**src/rtl/assert_macros.svh**
```systemverilog
// ----------------------------------------------------------------------------
// Assertion macros
// Assertion shorthands for the tape record deframer RTL.
// ----------------------------------------------------------------------------
`ifndef ASSERT_MACROS_SVH
`define ASSERT_MACROS_SVH

// Clocked assertion that is switched off while reset is asserted.
`define TRD_ASSERT(lbl, prop, msg) \
  lbl: assert property (@(posedge clk) disable iff (!rst_n) (prop)) else $error(msg);

// Clocked assertion that must also hold during reset.
`define TRD_ASSERT_ALWAYS(lbl, prop, msg) \
  lbl: assert property (@(posedge clk) (prop)) else $error(msg);

`endif

```
**src/rtl/trd_pkg.sv**
```systemverilog
// ----------------------------------------------------------------------------
// trd_pkg
// Types and constants shared by the tape record deframer modules.
// ----------------------------------------------------------------------------
`default_nettype none

package trd_pkg;

  localparam int unsigned LEN_W      = 25;
  localparam int unsigned FIELD_W    = 32;
  localparam int unsigned CFG_ADDR_W = 3;
  localparam int unsigned CFG_DATA_W = 32;

  localparam logic [FIELD_W-1:0] EOM_MARK        = 32'hFFFF_FFFF;
  localparam logic [LEN_W-1:0]   MAX_BYTES_RESET = 25'd1048576;

  // Register index taken from the word address of the configuration port.
  localparam logic REG_MAX_RECORD_BYTES = 1'b0;

  typedef enum logic [2:0] {
    PH_HEADER,
    PH_PAYLOAD,
    PH_PAD,
    PH_TRAILER,
    PH_HALTED
  } phase_t;

  typedef enum logic [2:0] {
    KIND_DATA     = 3'd0,
    KIND_GOOD     = 3'd1,
    KIND_MARK     = 3'd2,
    KIND_EOM      = 3'd3,
    KIND_LONG     = 3'd4,
    KIND_MISMATCH = 3'd5,
    KIND_TRUNC    = 3'd6
  } kind_t;

  typedef struct packed {
    logic [7:0] byte_value;
    logic       end_of_input;
  } item_t;

  typedef struct packed {
    kind_t            kind;
    logic [7:0]       data_byte;
    logic             last_of_record;
    logic [LEN_W-1:0] record_length;
  } result_t;

endpackage

`default_nettype wire

```
**src/rtl/trd_cfg.sv**
```systemverilog
// ----------------------------------------------------------------------------
// trd_cfg
// APB-style configuration register holding the maximum record length.
// ----------------------------------------------------------------------------
`default_nettype none

module trd_cfg (
  input  wire logic                              clk,
  input  wire logic                              rst_n,
  input  wire logic                              psel,
  input  wire logic                              penable,
  input  wire logic                              pwrite,
  input  wire logic [trd_pkg::CFG_ADDR_W-1:0]    paddr,
  input  wire logic [trd_pkg::CFG_DATA_W-1:0]    pwdata,
  output logic      [trd_pkg::CFG_DATA_W-1:0]    prdata,
  output logic                                   pready,
  output logic      [trd_pkg::LEN_W-1:0]         max_bytes
);
  import trd_pkg::*;

  logic [LEN_W-1:0] max_bytes_r;
  logic             reg_sel;
  logic             wr_en;

  assign reg_sel = (paddr[CFG_ADDR_W-1] == REG_MAX_RECORD_BYTES);
  assign wr_en   = psel && penable && pwrite && reg_sel;

  always_ff @(posedge clk) begin
    if (!rst_n) begin
      max_bytes_r <= MAX_BYTES_RESET;
    end else if (wr_en) begin
      max_bytes_r <= pwdata[LEN_W-1:0];
    end
  end

  always_comb begin
    prdata = '0;
    if (reg_sel) begin
      prdata = {{(CFG_DATA_W-LEN_W){1'b0}}, max_bytes_r};
    end
  end

  assign pready    = 1'b1;
  assign max_bytes = max_bytes_r;

endmodule

`default_nettype wire

```
**src/rtl/trd_in_reg.sv**
```systemverilog
// ----------------------------------------------------------------------------
// trd_in_reg
// Input register that captures one stream beat for the parser.
// ----------------------------------------------------------------------------
`default_nettype none

module trd_in_reg (
  input  wire logic            clk,
  input  wire logic            rst_n,
  input  wire logic            in_valid,
  output logic                 in_stall,
  input  wire trd_pkg::item_t  in_item,
  input  wire logic            advance,
  output logic                 item_valid,
  output trd_pkg::item_t       item
);
  import trd_pkg::*;

  logic  valid_r;
  item_t item_r;

  // A held beat that the parser cannot consume this cycle blocks the input.
  assign in_stall = valid_r && !advance;

  always_ff @(posedge clk) begin
    if (!rst_n) begin
      valid_r <= 1'b0;
    end else if (!in_stall) begin
      valid_r <= in_valid;
    end
  end

  always_ff @(posedge clk) begin
    if (in_valid && !in_stall) begin
      item_r <= in_item;
    end
  end

  assign item_valid = valid_r;
  assign item       = item_r;

endmodule

`default_nettype wire

```
**src/rtl/trd_parse.sv**
```systemverilog
// ----------------------------------------------------------------------------
// trd_parse
// Record framing state machine: header, payload, pad and trailer handling.
// ----------------------------------------------------------------------------
`default_nettype none

`include "assert_macros.svh"

module trd_parse (
  input  wire logic                       clk,
  input  wire logic                       rst_n,
  input  wire logic                       item_valid,
  input  wire trd_pkg::item_t             item,
  input  wire logic                       advance,
  input  wire logic [trd_pkg::LEN_W-1:0]  max_bytes,
  output logic                            res_valid,
  output trd_pkg::result_t                res
);
  import trd_pkg::*;

  phase_t             phase_r, phase_nxt;
  logic [1:0]         count_r, count_nxt;
  logic [FIELD_W-1:0] leading_r, leading_nxt;
  logic [LEN_W-1:0]   rem_r, rem_nxt;
  logic [FIELD_W-1:0] trail_r, trail_nxt;

  logic               fire;
  logic               field_done;
  logic [FIELD_W-1:0] leading_acc;
  logic [FIELD_W-1:0] trail_acc;
  logic [LEN_W-1:0]   rem_dec;
  logic               rec_last;
  logic               too_long;

  assign fire       = item_valid && advance;
  assign field_done = (count_r == 2'd3);

  // Little-endian assembly; a header restarts from zero on its first byte.
  always_comb begin
    leading_acc = (count_r == 2'd0) ? '0 : leading_r;
    leading_acc[{count_r, 3'b000} +: 8] = item.byte_value;
    trail_acc = trail_r;
    trail_acc[{count_r, 3'b000} +: 8] = item.byte_value;
  end

  assign rem_dec  = (rem_r != '0) ? (rem_r - {{(LEN_W-1){1'b0}}, 1'b1}) : rem_r;
  assign rec_last = (rem_dec == '0);
  assign too_long = (leading_acc > {{(FIELD_W-LEN_W){1'b0}}, max_bytes});

  always_comb begin
    phase_nxt = phase_r;
    if (fire) begin
      unique case (phase_r)
        PH_HEADER: begin
          if (item.end_of_input) begin
            phase_nxt = PH_HALTED;
          end else if (field_done) begin
            priority if (leading_acc == EOM_MARK) begin
              phase_nxt = PH_HALTED;
            end else if (leading_acc == '0) begin
              phase_nxt = PH_HEADER;
            end else if (too_long) begin
              phase_nxt = PH_HALTED;
            end else begin
              phase_nxt = PH_PAYLOAD;
            end
          end
        end
        PH_PAYLOAD: begin
          if (item.end_of_input) begin
            phase_nxt = PH_HALTED;
          end else if (rec_last) begin
            phase_nxt = leading_r[0] ? PH_PAD : PH_TRAILER;
          end
        end
        PH_PAD: begin
          phase_nxt = item.end_of_input ? PH_HALTED : PH_TRAILER;
        end
        PH_TRAILER: begin
          if (item.end_of_input) begin
            phase_nxt = PH_HALTED;
          end else if (field_done) begin
            phase_nxt = (trail_acc == leading_r) ? PH_HEADER : PH_HALTED;
          end
        end
        PH_HALTED: begin
          phase_nxt = PH_HALTED;
        end
        default: begin
          phase_nxt = PH_HALTED;
        end
      endcase
    end
  end

  always_comb begin
    count_nxt   = count_r;
    leading_nxt = leading_r;
    rem_nxt     = rem_r;
    trail_nxt   = trail_r;
    res_valid   = 1'b0;
    res         = '{kind: KIND_DATA, data_byte: 8'd0, last_of_record: 1'b0,
                    record_length: '0};
    if (fire) begin
      unique case (phase_r)
        PH_HEADER: begin
          if (item.end_of_input) begin
            res_valid = 1'b1;
            res.kind  = KIND_EOM;
          end else begin
            leading_nxt = leading_acc;
            count_nxt   = count_r + 2'd1;
            if (field_done) begin
              priority if (leading_acc == EOM_MARK) begin
                res_valid = 1'b1;
                res.kind  = KIND_EOM;
              end else if (leading_acc == '0) begin
                res_valid = 1'b1;
                res.kind  = KIND_MARK;
              end else if (too_long) begin
                res_valid = 1'b1;
                res.kind  = KIND_LONG;
              end else begin
                rem_nxt = leading_acc[LEN_W-1:0];
              end
            end
          end
        end
        PH_PAYLOAD: begin
          res_valid = 1'b1;
          if (item.end_of_input) begin
            res.kind = KIND_TRUNC;
          end else begin
            rem_nxt            = rem_dec;
            res.data_byte      = item.byte_value;
            res.last_of_record = rec_last;
            if (rec_last) begin
              count_nxt = 2'd0;
              trail_nxt = '0;
            end
          end
        end
        PH_PAD: begin
          if (item.end_of_input) begin
            res_valid = 1'b1;
            res.kind  = KIND_TRUNC;
          end
        end
        PH_TRAILER: begin
          if (item.end_of_input) begin
            res_valid = 1'b1;
            res.kind  = KIND_TRUNC;
          end else begin
            trail_nxt = trail_acc;
            count_nxt = count_r + 2'd1;
            if (field_done) begin
              res_valid         = 1'b1;
              res.kind          = (trail_acc == leading_r) ? KIND_GOOD : KIND_MISMATCH;
              res.record_length = leading_r[LEN_W-1:0];
            end
          end
        end
        PH_HALTED: begin
          res_valid = 1'b0;
        end
        default: begin
          res_valid = 1'b0;
        end
      endcase
    end
  end

  always_ff @(posedge clk) begin
    if (!rst_n) begin
      phase_r   <= PH_HEADER;
      count_r   <= 2'd0;
      leading_r <= '0;
      rem_r     <= '0;
      trail_r   <= '0;
    end else begin
      phase_r   <= phase_nxt;
      count_r   <= count_nxt;
      leading_r <= leading_nxt;
      rem_r     <= rem_nxt;
      trail_r   <= trail_nxt;
    end
  end

  `TRD_ASSERT(a_halt_sticky, (phase_r == PH_HALTED) |=> (phase_r == PH_HALTED), "halted state left before reset")
  `TRD_ASSERT(a_payload_rem, (phase_r == PH_PAYLOAD) |-> (rem_r != '0), "payload phase with no bytes remaining")
  `TRD_ASSERT(a_data_in_payload, (res_valid && (res.kind == KIND_DATA)) |-> (phase_r == PH_PAYLOAD), "data beat produced outside payload")
  `TRD_ASSERT(a_count_clear, ((phase_r == PH_PAD) || (phase_r == PH_PAYLOAD)) |-> (count_r == 2'd0), "field byte count not cleared")

endmodule

`default_nettype wire

```
**src/rtl/trd_out_reg.sv**
```systemverilog
// ----------------------------------------------------------------------------
// trd_out_reg
// Result register toward the output channel; sets the parser advance.
// ----------------------------------------------------------------------------
`default_nettype none

module trd_out_reg (
  input  wire logic              clk,
  input  wire logic              rst_n,
  input  wire logic              item_valid,
  input  wire logic              res_valid,
  input  wire trd_pkg::result_t  res,
  output logic                   advance,
  output logic                   out_valid,
  input  wire logic              out_stall,
  output trd_pkg::result_t       out_res
);
  import trd_pkg::*;

  logic    valid_r;
  result_t res_r;

  // The register can take a new result when empty or when its beat leaves now.
  assign advance = !valid_r || !out_stall;

  always_ff @(posedge clk) begin
    if (!rst_n) begin
      valid_r <= 1'b0;
    end else if (advance) begin
      valid_r <= item_valid && res_valid;
    end
  end

  always_ff @(posedge clk) begin
    if (advance && item_valid && res_valid) begin
      res_r <= res;
    end
  end

  assign out_valid = valid_r;
  assign out_res   = res_r;

endmodule

`default_nettype wire

```
**src/rtl/tape_record_deframer.sv**
```systemverilog
// ----------------------------------------------------------------------------
// tape_record_deframer
// Splits a tape container byte stream into records, marks and status beats.
// ----------------------------------------------------------------------------
// Path: one input register, then the combinational parser, then one result
//   register; a stall on the output can hold a beat between them.
// Throughput: one input beat per cycle while the output does not stall; the
//   only loop is the framing state update in trd_parse.
// Reset: synchronous, active low; returns to header parsing, clears all
//   framing state and loads max_record_bytes with 1048576.
// ----------------------------------------------------------------------------
`default_nettype none

module tape_record_deframer (
  input  wire logic                              clk,
  input  wire logic                              rst_n,
  // Input stream
  input  wire logic                              in_valid,
  output logic                                   in_stall,
  input  wire logic [7:0]                        in_byte_value,
  input  wire logic                              in_end_of_input,
  // Result stream
  output logic                                   out_valid,
  input  wire logic                              out_stall,
  output logic [2:0]                             out_kind,
  output logic [7:0]                             out_data_byte,
  output logic                                   out_last_of_record,
  output logic [trd_pkg::LEN_W-1:0]              out_record_length,
  // Configuration port
  input  wire logic                              cfg_psel,
  input  wire logic                              cfg_penable,
  input  wire logic                              cfg_pwrite,
  input  wire logic [trd_pkg::CFG_ADDR_W-1:0]    cfg_paddr,
  input  wire logic [trd_pkg::CFG_DATA_W-1:0]    cfg_pwdata,
  output logic      [trd_pkg::CFG_DATA_W-1:0]    cfg_prdata,
  output logic                                   cfg_pready
);
  import trd_pkg::*;

  item_t            in_item;
  item_t            item;
  logic             item_valid;
  logic             advance;
  logic             res_valid;
  result_t          res;
  result_t          out_res;
  logic [LEN_W-1:0] max_bytes;

  assign in_item.byte_value   = in_byte_value;
  assign in_item.end_of_input = in_end_of_input;

  // The single register holding the record length limit. The user must see that it is only
  // written while the stream is idle, so the parser reads it directly; the block does not enforce it.
  trd_cfg u_cfg (
    .clk       (clk),
    .rst_n     (rst_n),
    .psel      (cfg_psel),
    .penable   (cfg_penable),
    .pwrite    (cfg_pwrite),
    .paddr     (cfg_paddr),
    .pwdata    (cfg_pwdata),
    .prdata    (cfg_prdata),
    .pready    (cfg_pready),
    .max_bytes (max_bytes)
  );

  // The input register holds one beat; it stalls the input only when the
  // held beat cannot move on because the result register is blocked.
  trd_in_reg u_in_reg (
    .clk        (clk),
    .rst_n      (rst_n),
    .in_valid   (in_valid),
    .in_stall   (in_stall),
    .in_item    (in_item),
    .advance    (advance),
    .item_valid (item_valid),
    .item       (item)
  );

  // The parser consumes the held beat whenever the result register can take
  // a beat, whether or not this byte produces a result. Pad bytes, header
  // bytes other than the last one of a mark, an end-of-medium or an over-long
  // header, trailer bytes before the last, and all after a halt are consumed silently.
  trd_parse u_parse (
    .clk        (clk),
    .rst_n      (rst_n),
    .item_valid (item_valid),
    .item       (item),
    .advance    (advance),
    .max_bytes  (max_bytes),
    .res_valid  (res_valid),
    .res        (res)
  );

  // The result register lets the input side keep moving while a finished
  // result beat waits on a stalled consumer, up to one held beat.
  trd_out_reg u_out_reg (
    .clk        (clk),
    .rst_n      (rst_n),
    .item_valid (item_valid),
    .res_valid  (res_valid),
    .res        (res),
    .advance    (advance),
    .out_valid  (out_valid),
    .out_stall  (out_stall),
    .out_res    (out_res)
  );

  assign out_kind           = out_res.kind;
  assign out_data_byte      = out_res.data_byte;
  assign out_last_of_record = out_res.last_of_record;
  assign out_record_length  = out_res.record_length;

endmodule

`default_nettype wire

```
**config.mk**
```make
export PLATFORM = sky130hd
export DESIGN_NAME = tape_record_deframer
export DESIGN_NICKNAME = d
export VERILOG_FILES = /design/src/rtl/trd_pkg.sv /design/src/rtl/trd_cfg.sv /design/src/rtl/trd_in_reg.sv /design/src/rtl/trd_parse.sv /design/src/rtl/trd_out_reg.sv /design/src/rtl/tape_record_deframer.sv
export VERILOG_INCLUDE_DIRS = /design/src /design/src/rtl
export SDC_FILE = /design/constraint.sdc
export NUM_CORES = 1
export LEC_CHECK = 0
export BUFFER_PORTS_ARGS = -buffer_cell sky130_fd_sc_hd__buf_2
export CORE_ASPECT_RATIO = 0.6
export CORE_UTILIZATION = 28
export DETAILED_ROUTE_END_ITERATION = 8
export SLEW_MARGIN = 10
export SYNTH_ARGS = -nofsm -noshare
export SYNTH_HDL_FRONTEND = slang
export SYNTH_SLANG_ARGS = --single-unit
export TNS_END_PERCENT = 1
```
**constraint.sdc**
```tcl
create_clock -name clk -period 6.2 [get_ports clk]
set_clock_uncertainty 0.15 [all_clocks]
set_input_delay 0.93 -clock clk [delete_from_list [all_inputs] [get_ports clk]]
set_output_delay 0.93 -clock clk [all_outputs]
set_load 0.02 [all_outputs]
```
==> results of run 1 <==
## routing by layer
layer	wire length, um	vias to the layer above
met5	24	-
met4	529	4
met3	4560	48
met2	13100	544
met1	17400	4611
li1	-	4394
## through the flow
step	instances	utilization, %	total power (W)	hold slack (ps)
final	1714	33.2	0.00266	304
after global placement	1682	31.5	0.00156	291
after global routing	1714	33.2	0.00274	327
after detailed placement	1682	31.5	0.00156	296
after CTS	1714	33.2	0.00267	305
after floorplan	1179	-	0.00143	286
## worst min path at each step
stage,slack (ps),from,cells after the start,endpoint
after detailed placement,300,u_cfg.max_bytes[22],2,u_cfg.max_bytes[22]
after floorplan,290,u_cfg.max_bytes[10],2,u_cfg.max_bytes[10]
after global routing,330,u_cfg.max_bytes[5],2,u_cfg.max_bytes[5]
final,300,u_cfg.max_bytes[3],2,u_cfg.max_bytes[3]
after global placement,290,u_cfg.max_bytes[19],2,u_cfg.max_bytes[19]
after CTS,310,u_cfg.max_bytes[22],2,u_cfg.max_bytes[22]
## area by class of cell
type / count / area share (%)
Inverter: 56 / 1.85
Timing Repair Buffer: 140 / 6.93
Tap cell: 459 / 5.05
Sequential cell: 167 / 33.5
Multi-Input combinational cell: 860 / 47.5
Clock inverter: 13 / 1.41
Clock buffer: 19 / 3.81
## logic make-up (layout without fill, tap and decap cells)
family | after synthesis | after routing
AO/OA/AOI/OAI | 304 | 304
XOR/XNOR | 28 | 28
adder cells (fa/ha/maj) | 33 | 33
buffers and inverters | 152 | 228
flip-flops | 167 | 167
multiplexers | 8 | 8
other | 2 | 8
AND/OR/NAND/NOR | 479 | 479
## sequential cells by signal (all words and copies together), names as in the netlist
name,flops
u_parse.count_r,2
u_parse.phase_r,3
u_parse.rem_r,25
u_in_reg.item,9
u_in_reg.item_valid,1
u_cfg.max_bytes,25
u_parse.leading_r,32
u_out_reg.out_valid,1
u_parse.trail_r,32
u_out_reg.out_res,37
## layout by cell type (no fill, tap or decap), drive strengths merged, types with 4 or more instances in the layout
master   Yosys  final
nor4b        4      4
a2bb2oi      4      4
nand4       36     36
nor2        87     87
o22ai       10     10
nand4b      15     15
xor2        14     14
o31ai        8      8
edfxtp      46     46
nor4        20     20
or3          7      7
nand2      160    160
o21ai       36     36
nand3       25     25
o211ai       8      8
a32o        31     31
buf         32    140
clkbuf      61     19
mux2i        8      8
ha          33     33
nor2b        9      9
nor3        28     28
nand2b      28     28
a221oi       7      7
o31a         4      4
xnor2       14     14
conb         2      8
inv         54     62
dfxtp      121    121
or4         10     10
a21oi      116    116
a31oi        8      8
a22oi       28     28
and3        10     10
and2        23     23
a211oi      20     20
## worst register-to-register path, stage by stage (launching register included)
cell and delay (ps):
dfxtp_1 350, buf_4 320, ha_1 600, inv_2 250
or4_1 580, a21oi_2 370, ha_1 220, and4_1 210
nand2_1 80, o32ai_1 260, a21oi_1 110, a211oi_4 440
and2b_4 280, nor2_1 60, a211oi_1 510, nor3_4 40
buf_4 310
## power groups by stage
stage | clock network [W] | logic, W | registers, W
6_report | 0.00111 | 0.000379 | 0.00117
3_5_place_dp | 0 | 0.000367 | 0.00119
2_1_floorplan | 0 | 0.000250 | 0.00118
4_1_cts | 0.00113 | 0.000369 | 0.00117
3_3_place_gp | 0 | 0.000362 | 0.00119
5_1_grt | 0.00117 | 0.000408 | 0.00117
==> run_results.csv, run 1 <==
group,metric,value,unit
outcome,run_status,"finished clean",
synthesis,synth_edf_count,46,
power_and_ir_drop,p_leak,4.22,nW
sta,hold_violations,0,
synthesis,synth_flop_cell,"dfxtp_1",
synthesis,synthSimpleGateAreaFrac,25.2,%
die,die_w,244,um
power_and_ir_drop,p_clk_share,41.7,%
worst_setup_path,cp-endpoint,"u_out_reg.out_res[6]",
drt,vias_per_cell,5.60,
drt,dr_total_vias,9601,
die,rows,52,
final_layout,fillCellCount,3636,
synthesis,synthXorXnorAreaFrac,2.48,%
final_layout,multi_input_area,5400,um^2
synthesis,synthArstFlopShare,0,%
drt,finalWirelength,35600,um
power_and_ir_drop,internal_power,0.00187,W
worst_setup_path,rrSetupSlack,740,ps
sta,grt_setup_unrepaired,"false",
synthesis,syn_area,9870,um^2
worst_setup_path,path_cells,"buf_4, ha_1, inv_2, or4_1, a21oi_2, ha_1, and4_1, nand2_1, o32ai_1, a21oi_1, a211oi_4, and2b_4, nor2_1, a211oi_1, nor3_4, buf_4",
synthesis,synth.mux.area_fraction,0.811,%
synthesis,yosysUniqueCellTypes,88,
grt,grt_start_max_net_pins,43,
clock_network,cts_setup_buffers,0,
clock_network,ctsHoldBuffers,0,
worst_setup_path,crit_slowest_cell,"ha_1",
power_and_ir_drop,switchingPower,0.000785,W
sta,period_share,88.1,%
synthesis,synthCells,1173,
clock_network,cts.reportedPaths.clkPinSlew,70,ps
drt,dr.pass1.iters,5,
power_and_ir_drop,switching_share,29.6,%
clock_network,cts-root-buf,"clkbuf_16",
power_and_ir_drop,power_frac_seq,44.1,%
grt,antenna_found_initial,2,
die,dieArea,36000,um^2
grt,use_met3,7.33,%
grt,grt_pass1_wl,53700,um
worst_setup_path,critical-path-top-delay-family,"compound AO/OA/AOI/OAI gates",
synthesis,ys_seq_area_share,38.5,%
worst_setup_path,reg2reg_depth,16,
power_and_ir_drop,peakVddDrop,207,uV
clock_network,clockBufferDepth,2,
synthesis,ys_seq_elements,167,
flow_run,max_cap_violations,0,
sta,tns,0,ps
placement,place_ws,907,ps
clock_network,cts.htree.levels,4,
final_layout,num_antenna_cells,0,
worst_setup_path,timing.rr.start,"u_parse.count_r[0]",
die,die_h,147,um
placement,hpwlAfterDp,26400,um
grt,met2_usage,24.6,%
worst_setup_path,crit_path_start,"u_parse.count_r[0]",
synthesis,synthAdderAreaFrac,4.18,%
clock_network,cts_tree,"yes",
clock_network,cts_buffers,17,
die,initial_core_util,28.8,%
worst_setup_path,crit_path_max_incr_delay,590,ps
grt,grt_use_total,19.9,%
sta,setup_slack,740,ps
sta,timing.fmax,183,MHz
drt,drt_iter0_drc,1250,
worst_setup_path,critPathArrivalTime,5460,ps
placement,gp_congestion,0.948,
worst_setup_path,end_kind,"register",
grt,gr-usage-met1,30.9,%
die,core,34200,um^2
sta,final_max_slew_viol_count,0,
sta,period_minus_slack,5460,ps
clock_network,clkLatencyLatePin,460,ps
drt,drc,0,
synthesis,synth_top_cell_area_share,24.5,%
worst_setup_path,crit-reg2reg-capture,"u_out_reg.out_res[6]",
placement,port-buffer-count,105,
worst_setup_path,critPathMaxFanout,37,
grt,overflow,0,
final_layout,layout-drive-gt1-share,17.8,%
final_layout,seqCellArea,3800,um^2
synthesis,synth.area.top_cells,"dfxtp_1, edfxtp_1, nand2_1",
worst_setup_path,criticalPathCategory,"register to register",
synthesis,synth_most_common_cell,"nand2_1",
power_and_ir_drop,p_comb_share,14.3,%
clock_network,cts.sinks,167,
power_and_ir_drop,power_density,234,nW/um^2
worst_setup_path,cp-start-kind,"register",
final_layout,final_cell_area,11400,um^2
synthesis,avgSynthCellArea,8.41,um^2
synthesis,synth_top_family_by_area,"simple AND/OR/NAND/NOR gates",
synthesis,yosys_warnings,0,
clock_network,post_cts_resized,0,
grt,busiest_layer,"met1",
worst_setup_path,crit_required,6200,ps
final_layout,fin_nets,1326,
sta,tightest_slew,1030,ps
worst_setup_path,cp_num_cells,16,
synthesis,synth_compound_area_share,21.5,%
sta,setup_violations,0,
drt,wl_per_cell,20.8,um
grt,grt_pass1_vias,8695,
worst_hold_path,min_path_type,"register to register",
final_layout,syn2layout_area_growth,15.2,%
die,io_pins,123,
worst_setup_path,crit_buf_inv,3,
synthesis,synth_top_area_cell,"dfxtp_1",
synthesis,synth_common_cells,"nand2_1, dfxtp_1, a21oi_1, nor2_1, clkbuf_1",
sta,relSlewSlack,31.3,%
placement,placed_area,10800,um^2
drt,antenna_left,0,
Note: power is estimated with default switching activity, not from simulation.
==> run 2, diff against run 1 <==
SYNTH_HIERARCHICAL = 1   (was not set)
==> run 2 against run 1 <==
Die area increased by 4.5%. First-iteration DRC count decreased by 6.2%. Sequential power about the same. Non-clock buffer count increased by 2. Register-to-register slack got worse by 60 ps. Clock-buffer cell count increased by 2. Synthesized cell count increased by 3.5%. Wire length increased by 2.7%. Final cell count increased by 3.6%. Critical endpoint is now u_parse/rem_r[15]. Largest cell class unchanged. Largest power group unchanged.
==> run_results.csv, run 2 <==
group,metric,value,unit
outcome,run_status,"finished clean",
power_and_ir_drop,p_leak,4.44,nW
die,die_h,151,um
synthesis,synthXorXnorAreaFrac,2.04,%
die,io_pins,123,
sta,hold_violations,0,
synthesis,synth.mux.area_fraction,2.81,%
final_layout,fin_nets,1369,
power_and_ir_drop,power_density,218,nW/um^2
grt,grt_use_total,19.4,%
synthesis,synth_compound_area_share,20.6,%
final_layout,final_common_cell,"nand2_1",
worst_setup_path,timing.rr.start,"u_parse/count_r[0]",
synthesis,synth_top_area_cell,"dfxtp_1",
placement,port-buffer-count,105,
synthesis,synth_top_family_by_area,"simple AND/OR/NAND/NOR gates",
die,rows,54,
drt,dr.pass1.iters,5,
worst_setup_path,path_cells,"buf_4, ha_1, nand4_1, a21oi_1, ha_1, nand4_1, or4_1, nor2_1, mux2i_1, a21boi_2, a31oi_1, or2_1, buf_4, a21oi_1, o22ai_1",
worst_setup_path,criticalPathCategory,"register to register",
power_and_ir_drop,peakVddDrop,201,uV
clock_network,cts-root-buf,"clkbuf_16",
worst_setup_path,critPathArrivalTime,5680,ps
worst_setup_path,critPathMaxFanout,33,
worst_setup_path,cp-start-kind,"register",
die,die_w,250,um
sta,final_max_slew_viol_count,0,
final_layout,layout-drive-gt1-share,16.9,%
sta,setup_violations,0,
clock_network,post_cts_resized,0,
worst_hold_path,min_path_type,"register to register",
synthesis,synth_flop_cell,"dfxtp_1",
sta,timing.fmax,181,MHz
synthesis,synth_edf_count,46,
sta,period_share,89.0,%
synthesis,syn_area,10300,um^2
synthesis,avgSynthCellArea,8.50,um^2
grt,grt_pass1_wl,54600,um
synthesis,synthCells,1214,
drt,drt_iter0_drc,1172,
clock_network,cts_setup_buffers,0,
synthesis,synthSimpleGateAreaFrac,26.6,%
sta,tns,0,ps
placement,place_ws,927,ps
clock_network,cts_tree,"yes",
grt,overflow,0,
grt,grt_pass1_vias,8705,
drt,vias_per_cell,5.47,
clock_network,clockBufferDepth,2,
sta,setup_slack,683,ps
synthesis,ys_seq_elements,167,
synthesis,synth_common_cells,"nand2_1, dfxtp_1, a21oi_1, nor2_1, clkbuf_1",
synthesis,ys_seq_area_share,36.9,%
grt,grt_start_max_net_pins,90,
synthesis,synthAdderAreaFrac,4.00,%
synthesis,yosysUniqueCellTypes,84,
synthesis,synthArstFlopShare,0,%
drt,wl_per_cell,20.6,um
die,core,36300,um^2
grt,antenna_found_initial,1,
final_layout,final_cell_mix,"nand2_1, dfxtp_1, buf_2, a21oi_1, nor2_1",
die,dieArea,37600,um^2
drt,dr_total_vias,9711,
die,initial_core_util,28.4,%
worst_setup_path,crit_path_start,"u_parse/count_r[0]",
clock_network,cts.sinks,167,
synthesis,synth.area.top_cells,"dfxtp_1, edfxtp_1, nand2_1",
worst_setup_path,crit_required,6370,ps
clock_network,cts.reportedPaths.clkPinSlew,70,ps
worst_setup_path,crit_slowest_cell,"or2_1",
placement,gp_congestion,1.00,
synthesis,yosys_warnings,6,
drt,finalWirelength,36600,um
flow_run,max_cap_violations,0,
sta,grt_setup_unrepaired,"false",
worst_setup_path,end_kind,"register",
clock_network,ctsHoldBuffers,0,
clock_network,cts_buffers,17,
synthesis,synth_most_common_cell,"nand2_1",
worst_setup_path,crit_path_max_incr_delay,680,ps
worst_hold_path,hp-start,"u_parse/trail_r[2]",
synthesis,synth_top_cell_area_share,23.5,%
clock_network,cts.htree.levels,4,
final_layout,fillCellCount,3762,
placement,hpwlAfterDp,26600,um
drt,drc,0,
final_layout,largest_reg_flops,37,
drt,wl_met1,18200,um
drt,routed.top_layer,"met4",
sta,period_minus_slack,5520,ps
clock_network,clkLatencyLatePin,460,ps
sta,tightest_slew,1240,ps
sta,hold_ws,316,ps
drt,antenna_left,0,
drt,met3_length,4790,um
final_layout,syn2layout_area_growth,14.8,%
drt,routed-wl-met2,13200,um
sta,relSlewSlack,17.0,%
-- run 2: changes by cell type in the layout (fill, tap and decap cells not counted), moves of 14 or more --
cell	before	now
a21oi_1	114	81
nor2b_1	9	37
a32o_2	24	0
a21boi_0	1	24
mux2i_1	8	29
nor2_1	85	64
a211oi_1	19	2
and2_1	23	38
o211ai_2	0	14
-- run 2: layer usage --
metal	track usage (%)	up-vias
met5	0	-
met4	4.69	0
li1	-	4486
met3	8.45	24
met1	29.5	4664
met2	23.7	537
-- run 2: per-stage QoR --
step | instance area, um^2 | total power (W) | util (%) | cells
after detailed placement | 11300 | 0.00149 | 31.0 | 1742
after global routing | 11800 | 0.00266 | 32.6 | 1774
after global placement | 11300 | 0.00149 | 31.0 | 1742
after CTS | 11800 | 0.00259 | 32.6 | 1774
after floorplan | 10300 | 0.00139 | - | 1220
final | 11800 | 0.00258 | 32.6 | 1775
-- run 2: area by class of cell --
| cell class | count | area (um^2) | share of cell area [%] |
|---|---|---|---|
| Antenna cell | 1 | 2.50 | 0.0211 |
| Clock buffer | 21 | 472 | 3.98 |
| Clock inverter | 11 | 110 | 0.930 |
| Inverter | 58 | 218 | 1.84 |
| Multi-Input combinational cell | 899 | 5830 | 49.3 |
| Sequential cell | 167 | 3800 | 32.1 |
| Tap cell | 476 | 596 | 5.03 |
| Timing Repair Buffer | 142 | 806 | 6.80 |
-- run 2: worst paths after layout --
kind	endpoint	slack (ps)	depth (start not counted)
worst max-delay path	u_parse/rem_r[15]	680	15
worst max register to register	u_parse/rem_r[15]	680	15
worst min-delay path	u_parse/trail_r[2]	320	1
worst min register to register	u_parse/trail_r[2]	320	1
-- run 2: kinds of logic (layout without fill, tap and decap cells) --
logic type / count (synthesis) / in the layout
XOR/XNOR: 24 / 24
buffers and inverters: 154 / 232
adder cells (fa/ha/maj): 33 / 33
other: 2 / 9
AO/OA/AOI/OAI: 295 / 295
AND/OR/NAND/NOR: 510 / 510
multiplexers: 29 / 29
flip-flops: 167 / 167
-- run 2: where the power goes --
part	internal, W	total [W]	leakage, nW	switching [W]
combinational	0.000103	0.000317	2.75	0.000214
clock	0.000595	0.00110	0.290	0.000503
sequential	0.00113	0.00116	1.41	0.0000329
total	0.00183	0.00258	4.44	0.000750
-- run 2: critical path, delay by kind of cell, from the launching register on --
kind / cells / cell delay, ps
AOI/OAI and AO/OA: 5 / 1380
adders and majority gates: 2 / 900
buffers and inverters: 2 / 730
muxes: 1 / 130
and+or+nand+nor: 5 / 1730
DFF: 1 / 330
